[src/rtl/d2e_pkg.sv]
package d2e_pkg;

    localparam int BCD_BYTES    = 7;
    localparam int MAX_TEXT_LEN = 31;
    localparam int NUM_FIELDS   = 7;
    localparam int NUM_TEXT_FLD = 6;
    localparam int FIELD_W      = 14;
    localparam int POS_W        = $clog2(MAX_TEXT_LEN + 1);
    localparam int FIDX_W       = $clog2(NUM_FIELDS);
    localparam int MUL_B_W      = 25;

    localparam logic [FIELD_W-1:0] FIELD_MAX = 14'd16383;

    localparam logic [7:0] CHAR_DOLLAR = 8'h24;
    localparam logic [7:0] CHAR_ZERO   = 8'h30;
    localparam logic [7:0] CHAR_NINE   = 8'h39;

    localparam logic [MUL_B_W-1:0] SECS_PER_YEAR = 25'd31536000;
    localparam logic [MUL_B_W-1:0] SECS_PER_DAY  = 25'd86400;
    localparam logic [MUL_B_W-1:0] SECS_PER_HOUR = 25'd3600;
    localparam logic [MUL_B_W-1:0] SECS_PER_MIN  = 25'd60;
    localparam logic [MUL_B_W-1:0] MUL_ONE       = 25'd1;
    localparam logic [MUL_B_W-1:0] MUL_CENTURY   = 25'd100;
    localparam logic [15:0]        EPOCH_YEAR    = 16'd1970;

    localparam logic [3:0] NIBBLE_MASK = 4'h0f;
    localparam logic [1:0] LEAP_PHASE  = 2'h2;
    localparam logic [1:0] PHASE_MASK  = 2'h3;

    localparam logic [POS_W-1:0] TEXT_OFFSET [NUM_TEXT_FLD] =
        '{POS_W'(0), POS_W'(5), POS_W'(8), POS_W'(11), POS_W'(14), POS_W'(17)};

    typedef logic [NUM_FIELDS-1:0][FIELD_W-1:0] field_array_t;

    typedef struct packed {
        logic         text_mode;
        field_array_t fields;
    } field_bus_t;

    typedef struct packed {
        logic               en;
        logic [31:0]        opa;
        logic [MUL_B_W-1:0] opb;
        logic [31:0]        addend;
    } mac_req_t;

    typedef enum logic [3:0] {
        ST_IDLE,
        ST_YEAR,
        ST_CHECK,
        ST_PREP,
        ST_DAYS,
        ST_HOUR,
        ST_MINUTE,
        ST_SECOND,
        ST_DONE
    } seq_state_t;

    // text field that owns a byte position
    function automatic logic [FIDX_W-1:0] text_field_of(input logic [POS_W-1:0] pos);
        logic [FIDX_W-1:0] k;
        k = '0;
        for (int i = 1; i < NUM_TEXT_FLD; i++) begin
            if (pos >= TEXT_OFFSET[i]) begin
                k = FIDX_W'(i);
            end
        end
        return k;
    endfunction

    function automatic logic is_field_start(input logic [POS_W-1:0] pos);
        logic hit;
        hit = 1'b0;
        for (int i = 0; i < NUM_TEXT_FLD; i++) begin
            if (pos == TEXT_OFFSET[i]) begin
                hit = 1'b1;
            end
        end
        return hit;
    endfunction

    function automatic logic [8:0] days_before_month(input logic [3:0] month);
        logic [8:0] d;
        unique case (month)
            4'd1:    d = 9'd0;
            4'd2:    d = 9'd31;
            4'd3:    d = 9'd59;
            4'd4:    d = 9'd90;
            4'd5:    d = 9'd120;
            4'd6:    d = 9'd151;
            4'd7:    d = 9'd181;
            4'd8:    d = 9'd212;
            4'd9:    d = 9'd243;
            4'd10:   d = 9'd273;
            4'd11:   d = 9'd304;
            4'd12:   d = 9'd334;
            default: d = 9'd0;
        endcase
        return d;
    endfunction

endpackage

[src/rtl/push_date_to_epoch_seconds_top.sv]
// date string to epoch seconds. a date attribute arrives one byte per input
// transfer, with last_byte set on its final byte. a first byte of '$' selects
// packed bcd (century, year, month, day, hour, minute, second); anything else
// selects iso text with decimal fields at offsets 0, 5, 8, 11, 14 and 17.
// bytes before the last are taken one per cycle and fold straight into the
// field registers. the last byte starts a conversion that runs through one
// shared 32x25 multiply-add unit, one term at a time (year, then years,
// days, hours, minutes, seconds), with a range check after the year term
// that ends the conversion early when the date is flagged bad; in_ready
// stays low from the last byte until the result register is free again.
// the result is seconds since 1970 modulo 2^32 with every fourth year from
// 1972 counted as leap; bad_date marks a month outside 1..12 or a year
// before 1970, and then epoch_seconds reads 0.
module push_date_to_epoch_seconds_top (
    input  logic        clk,
    input  logic        rst_n,
    input  logic        in_valid,
    output logic        in_ready,
    input  logic [7:0]  char_byte,
    input  logic        last_byte,
    output logic        out_valid,
    input  logic        out_ready,
    output logic [31:0] epoch_seconds,
    output logic        bad_date
);
    import d2e_pkg::*;

    field_bus_t  field_bus;
    mac_req_t    mac_req;
    logic [31:0] mac_result;
    logic        in_xfer;
    logic        start;

    // one input transfer; the last byte of a string kicks off the sequencer
    assign in_xfer = in_valid && in_ready;
    assign start   = in_xfer && last_byte;

    // byte parser and field registers
    d2e_field_collect u_collect (
        .clk       (clk),
        .rst_n     (rst_n),
        .accept    (in_xfer),
        .char_byte (char_byte),
        .last_byte (last_byte),
        .field_bus (field_bus)
    );

    // shared multiply-add, result registered
    d2e_mac u_mac (
        .clk    (clk),
        .req    (mac_req),
        .result (mac_result)
    );

    // sequencer and output register
    d2e_seq u_seq (
        .clk           (clk),
        .rst_n         (rst_n),
        .start         (start),
        .field_bus     (field_bus),
        .mac_result    (mac_result),
        .mac_req       (mac_req),
        .in_ready      (in_ready),
        .out_valid     (out_valid),
        .out_ready     (out_ready),
        .epoch_seconds (epoch_seconds),
        .bad_date      (bad_date)
    );

endmodule

[src/rtl/d2e_field_collect.sv]
module d2e_field_collect (
    input  logic                clk,
    input  logic                rst_n,
    input  logic                accept,
    input  logic [7:0]          char_byte,
    input  logic                last_byte,
    output d2e_pkg::field_bus_t field_bus
);
    import d2e_pkg::*;

    logic             text_mode_reg, text_mode_next;
    logic [POS_W-1:0] pos_reg, pos_next;
    field_array_t     field_reg, field_next;
    logic             digits_open_reg, digits_open_next;

    logic              first;
    logic              mode;
    logic              is_digit;
    logic [3:0]        digit;
    logic [FIDX_W-1:0] k;
    logic [FIDX_W-1:0] bcd_idx;
    logic [FIELD_W-1:0] cur;
    logic              open_now;
    logic [17:0]       grown;
    logic [FIELD_W-1:0] bcd_val;

    always_comb
    begin
        first    = (pos_reg == '0);
        mode     = first ? (char_byte != CHAR_DOLLAR) : text_mode_reg;
        is_digit = (char_byte >= CHAR_ZERO) && (char_byte <= CHAR_NINE);
        digit    = 4'(char_byte - CHAR_ZERO);
        k        = text_field_of(pos_reg);
        bcd_idx  = FIDX_W'(pos_reg - POS_W'(1));
        bcd_val  = FIELD_W'(char_byte[7:4]) * FIELD_W'(10)
                 + FIELD_W'(char_byte[3:0] & NIBBLE_MASK);

        text_mode_next   = text_mode_reg;
        pos_next         = pos_reg;
        field_next       = field_reg;
        digits_open_next = digits_open_reg;
        cur              = '0;
        open_now         = 1'b0;
        grown            = '0;

        if (accept) begin
            // string start: clear everything, pick the format
            if (first) begin
                field_next       = '0;
                digits_open_next = 1'b1;
                text_mode_next   = mode;
            end
            if (pos_reg < POS_W'(MAX_TEXT_LEN)) begin
                if (mode) begin
                    if (is_field_start(pos_reg)) begin
                        cur      = '0;
                        open_now = 1'b1;
                    end else begin
                        cur      = field_next[k];
                        open_now = digits_open_next;
                    end
                    if (open_now && is_digit) begin
                        grown = 18'(cur) * 18'd10 + 18'(digit);
                        field_next[k] = (grown > 18'(FIELD_MAX)) ? FIELD_MAX
                                                                 : FIELD_W'(grown);
                        digits_open_next = 1'b1;
                    end else begin
                        field_next[k]    = cur;
                        digits_open_next = 1'b0;
                    end
                end else if ((pos_reg >= POS_W'(1)) && (pos_reg <= POS_W'(BCD_BYTES))
                             && (pos_reg <= POS_W'(NUM_FIELDS))) begin
                    field_next[bcd_idx] = bcd_val;
                end
                pos_next = pos_reg + POS_W'(1);
            end
            if (last_byte) begin
                pos_next = '0;
            end
        end
    end

    always_ff @(posedge clk or negedge rst_n)
    begin
        if (!rst_n) begin
            text_mode_reg   <= 1'b0;
            pos_reg         <= '0;
            field_reg       <= '0;
            digits_open_reg <= 1'b1;
        end else begin
            text_mode_reg   <= text_mode_next;
            pos_reg         <= pos_next;
            field_reg       <= field_next;
            digits_open_reg <= digits_open_next;
        end
    end

    assign field_bus.text_mode = text_mode_reg;
    assign field_bus.fields    = field_reg;

endmodule

[src/rtl/d2e_mac.sv]
module d2e_mac (
    input  logic              clk,
    input  d2e_pkg::mac_req_t req,
    output logic [31:0]       result
);
    import d2e_pkg::*;

    logic [31:0] result_reg, result_next;

    // product and sum kept modulo 2^32
    always_comb
    begin
        result_next = req.opa * 32'(req.opb) + req.addend;
    end

    always_ff @(posedge clk)
    begin
        if (req.en) begin
            result_reg <= result_next;
        end
    end

    assign result = result_reg;

endmodule

[src/rtl/d2e_seq.sv]
module d2e_seq (
    input  logic                clk,
    input  logic                rst_n,
    input  logic                start,
    input  d2e_pkg::field_bus_t field_bus,
    input  logic [31:0]         mac_result,
    output d2e_pkg::mac_req_t   mac_req,
    output logic                in_ready,
    output logic                out_valid,
    input  logic                out_ready,
    output logic [31:0]         epoch_seconds,
    output logic                bad_date
);
    import d2e_pkg::*;

    seq_state_t  state_reg, state_next;
    logic [14:0] y_reg, y_next;
    logic        bad_reg, bad_next;
    logic [31:0] days_reg, days_next;
    logic        out_valid_reg, out_valid_next;
    logic [31:0] epoch_reg, epoch_next;
    logic        bad_out_reg, bad_out_next;

    logic [FIELD_W-1:0] f_month, f_day, f_hour, f_min, f_sec;
    logic [15:0]        year;
    logic [13:0]        leap;
    logic               load_out;

    always_comb
    begin
        if (field_bus.text_mode) begin
            f_month = field_bus.fields[1];
            f_day   = field_bus.fields[2];
            f_hour  = field_bus.fields[3];
            f_min   = field_bus.fields[4];
            f_sec   = field_bus.fields[5];
        end else begin
            f_month = field_bus.fields[2];
            f_day   = field_bus.fields[3];
            f_hour  = field_bus.fields[4];
            f_min   = field_bus.fields[5];
            f_sec   = field_bus.fields[6];
        end
        year     = mac_result[15:0];
        load_out = !out_valid_reg || out_ready;
        leap     = 14'((y_reg + 15'd2) >> 2);
        if (((y_reg[1:0] & PHASE_MASK) == LEAP_PHASE) && (f_month <= FIELD_W'(2))) begin
            leap = leap - 14'd1;
        end
    end

    // next state
    always_comb
    begin
        state_next = state_reg;
        unique case (state_reg)
            ST_IDLE:   if (start) state_next = ST_YEAR;
            ST_YEAR:   state_next = ST_CHECK;
            ST_CHECK:  state_next = bad_next ? ST_DONE : ST_PREP;
            ST_PREP:   state_next = ST_DAYS;
            ST_DAYS:   state_next = ST_HOUR;
            ST_HOUR:   state_next = ST_MINUTE;
            ST_MINUTE: state_next = ST_SECOND;
            ST_SECOND: state_next = ST_DONE;
            ST_DONE:   if (load_out) state_next = ST_IDLE;
            default:   state_next = ST_IDLE;
        endcase
    end

    // outputs and datapath control
    always_comb
    begin
        mac_req        = '0;
        y_next         = y_reg;
        bad_next       = bad_reg;
        days_next      = days_reg;
        epoch_next     = epoch_reg;
        bad_out_next   = bad_out_reg;
        out_valid_next = out_valid_reg && !out_ready;
        unique case (state_reg)
            ST_IDLE: begin
            end
            ST_YEAR: begin
                mac_req.en  = 1'b1;
                mac_req.opa = 32'(field_bus.fields[0]);
                if (field_bus.text_mode) begin
                    mac_req.opb    = MUL_ONE;
                    mac_req.addend = '0;
                end else begin
                    mac_req.opb    = MUL_CENTURY;
                    mac_req.addend = 32'(field_bus.fields[1]);
                end
            end
            ST_CHECK: begin
                bad_next = (f_month < FIELD_W'(1)) || (f_month > FIELD_W'(12))
                        || (year < EPOCH_YEAR);
                y_next   = 15'(year - EPOCH_YEAR);
            end
            ST_PREP: begin
                // day zero wraps here, as the sum is modulo 2^32
                days_next = 32'(leap) + 32'(days_before_month(f_month[3:0]))
                          + 32'(f_day) - 32'd1;
                mac_req.en     = 1'b1;
                mac_req.opa    = 32'(y_reg);
                mac_req.opb    = SECS_PER_YEAR;
                mac_req.addend = '0;
            end
            ST_DAYS: begin
                mac_req.en     = 1'b1;
                mac_req.opa    = days_reg;
                mac_req.opb    = SECS_PER_DAY;
                mac_req.addend = mac_result;
            end
            ST_HOUR: begin
                mac_req.en     = 1'b1;
                mac_req.opa    = 32'(f_hour);
                mac_req.opb    = SECS_PER_HOUR;
                mac_req.addend = mac_result;
            end
            ST_MINUTE: begin
                mac_req.en     = 1'b1;
                mac_req.opa    = 32'(f_min);
                mac_req.opb    = SECS_PER_MIN;
                mac_req.addend = mac_result;
            end
            ST_SECOND: begin
                mac_req.en     = 1'b1;
                mac_req.opa    = 32'(f_sec);
                mac_req.opb    = MUL_ONE;
                mac_req.addend = mac_result;
            end
            ST_DONE: begin
                if (load_out) begin
                    out_valid_next = 1'b1;
                    epoch_next     = bad_reg ? '0 : mac_result;
                    bad_out_next   = bad_reg;
                end
            end
            default: begin
            end
        endcase
    end

    always_ff @(posedge clk or negedge rst_n)
    begin
        if (!rst_n) begin
            state_reg     <= ST_IDLE;
            out_valid_reg <= 1'b0;
            bad_reg       <= 1'b0;
        end else begin
            state_reg     <= state_next;
            out_valid_reg <= out_valid_next;
            bad_reg       <= bad_next;
        end
    end

    always_ff @(posedge clk)
    begin
        y_reg       <= y_next;
        days_reg    <= days_next;
        epoch_reg   <= epoch_next;
        bad_out_reg <= bad_out_next;
    end

    assign in_ready      = (state_reg == ST_IDLE);
    assign out_valid     = out_valid_reg;
    assign epoch_seconds = epoch_reg;
    assign bad_date      = bad_out_reg;

endmodule

[config.mk]
export PLATFORM = sky130hd
export DESIGN_NAME = push_date_to_epoch_seconds_top
export DESIGN_NICKNAME = d
export VERILOG_FILES = /design/src/rtl/d2e_pkg.sv /design/src/rtl/push_date_to_epoch_seconds_top.sv /design/src/rtl/d2e_field_collect.sv /design/src/rtl/d2e_mac.sv /design/src/rtl/d2e_seq.sv
export SDC_FILE = /design/constraint.sdc
export NUM_CORES = 2
export LEC_CHECK = 0
export ABC_CLOCK_PERIOD_IN_PS = 9750
export CAP_MARGIN = 20
export CORE_MARGIN = 3
export CORE_UTILIZATION = 28
export DETAILED_ROUTE_END_ITERATION = 8
export DONT_BUFFER_PORTS = 1
export GPL_TIMING_DRIVEN = 0
export PLACE_DENSITY = 0.43
export SYNTH_ARGS = -nofsm -noshare
export SYNTH_HDL_FRONTEND = slang
export SYNTH_SLANG_ARGS = --single-unit
[constraint.sdc]
create_clock -name clk -period 9.75 [get_ports clk]
set_input_delay 0.975 -clock clk [delete_from_list [all_inputs] [get_ports clk]]
set_output_delay 0.975 -clock clk [all_outputs]
set_load 0.1 [all_outputs]
==> results_dict.tcl <==
set metrics [dict create \
    endpoint_kind "register" \
    dp.cells 4262 \
    synthesis.area_sq_mm 0.0271 \
    grt_first_pass_wirelength_mm 151 \
    synth_edf_count 104 \
    grt_max_degree 112 \
    slew_headroom_pct 21.8 \
    drive_above_1_share_pct 4.78 \
    setup_viol 0 \
    row_count 113 \
    synth-async-reset-ratio_pct 51.6 \
    rsz0062_at_grt "no" \
    status "finished, final reports clean" \
    vias 21662 \
    cpPeakStageDelay_ps 540 \
    areaGrowthSynthToFinish_pct 11.9 \
    drt.antenna.violating_nets 0 \
    grt_pass1_vias 22329 \
    slowest_stage "fa_1" \
    grt.overflow.total 0 \
    ys_types 85 \
    worst_pin_slew_ps 1160 \
    initial_core_util_pct 28.4 \
    place.gp.congestion 0.967 \
    io_pins 48 \
    final_cell_mix "507 x inv_1, 338 x fa_1, 237 x ha_1, 221 x nor2_1, 185 x nand2_1" \
    cts_buffer_depth 3 \
    drv_slew 0 \
    drtIter0Drc 2040 \
    grt_antenna_before_repair 2 \
    ys_seq_elements 215 \
    fin_cells 4323 \
    cts_tree "built" \
    finalSetupTns_ps 0 \
    synth_warnings 0 \
    finalHoldViolations 0 \
    drt-total-wl_mm 101 \
    skew_ps 38.8 \
    root_buffer "clkbuf_16" \
    dp_hpwl_mm 84.1 \
    min_period_over_period_pct 94.6 \
    die_h_um 317 \
    utilization_pct 31.8 \
    final_common_cell "inv_1" \
    ys_seq_area_share_pct 21.8 \
    die_x_um 317 \
    rrSetupSlack_ps 520 \
    postCtsHoldBufs 0 \
    synthCells 2885 \
    drt-pass1-iter-count 8 \
    cp_max_fo 10 \
    largest_reg_flops 98 \
    critPathLaunchType "register" \
    htree_levels 1 \
    drc 0 \
    cts_buffers 30 \
    dieArea_sq_mm 0.101 \
    viasPerCell 5.01 \
    cp_data_arrival_time_ps 9560 \
    crit_path_frequent_cell "fa_1" \
    min_period_ps 9230 \
    core-area_sq_mm 0.0954 \
    hold_class "in2async" \
    syn_area_per_cell_sq_um 9.40 \
    synth_ff_type "dfrtp_1" \
    crit_type "reg2reg" \
    max_freq_mhz 108 \
    numPortBuffers 0 \
    holdWs_ps 49.7 \
    track_usage_pct 20.2 \
    wire_per_inst_um 23.4 \
    insertion_delay_ps 620 \
    final_nets 3618 \
    clk_pin_slew_ps 70 \
    cp.required_ps 10090 \
    drv_cap 0 \
    cts_num_sinks 215 \
]
metrics by stage:
| step | area [sq um] | worst slack (ps) |
|---|---|---|
| detailed placement | 29200 | -788 |
| finish | 30300 | 525 |
| global route | 30300 | 57.4 |
| CTS | 30300 | 9.10 |
| global placement | 29100 | -2090 |
| floorplan | 27500 | 1220 |
cells by family (layout without fill, tap and decap cells):
family                     count (synthesis)  in the layout  share of synthesized area (%)
other                                      2            107                         0.0277
muxes                                     64             64                           2.46
adders and majority gates                575            575                           35.9
DFF                                      215            215                           21.8
and+or+nand+nor                          731            731                           12.9
xor gates and xnor gates                 130            130                           4.20
AOI/OAI and AO/OA                        571            571                           14.4
buffers and inverters                    597            665                           8.35
worst paths after layout:
path,from,endpoint,cells past startpoint
worst max-delay path,u_seq.state_reg[1],u_mac.result[30],33
worst min-delay path,rst_n,u_collect.field_bus[3],0
worst max register to register,u_seq.state_reg[1],u_mac.result[30],33
worst min register to register,u_collect.field_bus[96],u_collect.field_bus[96],1
max in group asynchronous,rst_n,u_seq.out_valid,0
min in group clk,last_byte,u_collect.pos_reg[2],1
synthesized netlist by cell type (all sizes together), types with 8 or more instances:
cell,number,area share [%]
inv,507,7.0
fa,338,25
ha,237,11
nor2,225,3.1
nand2,185,2.6
o21ai,133,2.5
a21oi,111,2.1
dfrtp,110,10
edfxtp,104,12
xnor2,89,2.9
clkbuf,69,0.96
and2,58,1.3
mux2i,53,2.0
nor2b,50,1.2
nand3,48,0.89
xor2,41,1.3
nor3,37,0.68
a22oi,36,1.0
a21o,28,0.78
nand2b,25,0.58
a22o,24,0.78
or2,24,0.56
a221oi,23,0.74
o221ai,22,0.71
buf,21,0.38
a31oi,20,0.46
a211oi,19,0.53
o22ai,19,0.44
o211ai,17,0.47
and3,16,0.37
nor4,15,0.37
or3,15,0.35
o31ai,13,0.36
o21a,12,0.33
a221o,10,0.37
mux2,10,0.42
a222oi,8,0.30
area by class of cell:
type	instances	area [sq um]
fillers	10161	65100
diodes	4	10.0
well taps	1265	1580
repair buffers	13	148
multi-input cells	2174	19400
clock buffers	38	831
inverters	507	1900
plain buffers	89	373
clock inverters	18	195
flip-flops and latches	215	5900
repair_timing:
action | 4_1_cts | 5_1_grt
resized for setup | 5 | 15
gates cloned | 0 | 0
endpoints found under the setup margin | 9 | 6
buffers inserted | 0 | 0
layer usage:
metal,track usage [%],share of wire (%),vias to the layer above,wire [um]
met1,28.6,45,10735,46000
met2,31.8,44,815,44800
met5,0,0,-,0
met3,2.90,6.5,203,6630
met4,6.46,3.9,0,3960
li1,-,-,9909,-
worst max-delay path, delay by kind of cell (launching register included):
kind	cells	cell delay, ps
DFF	1	320
adders and majority gates	8	3400
and+or+nand+nor	7	1340
xor gates and xnor gates	1	80
AOI/OAI and AO/OA	9	2130
buffers and inverters	8	1680
Power is left out: the tool's default activity adds up to more than one toggle a clock period on the data nets, which glitch-free logic cannot reach.
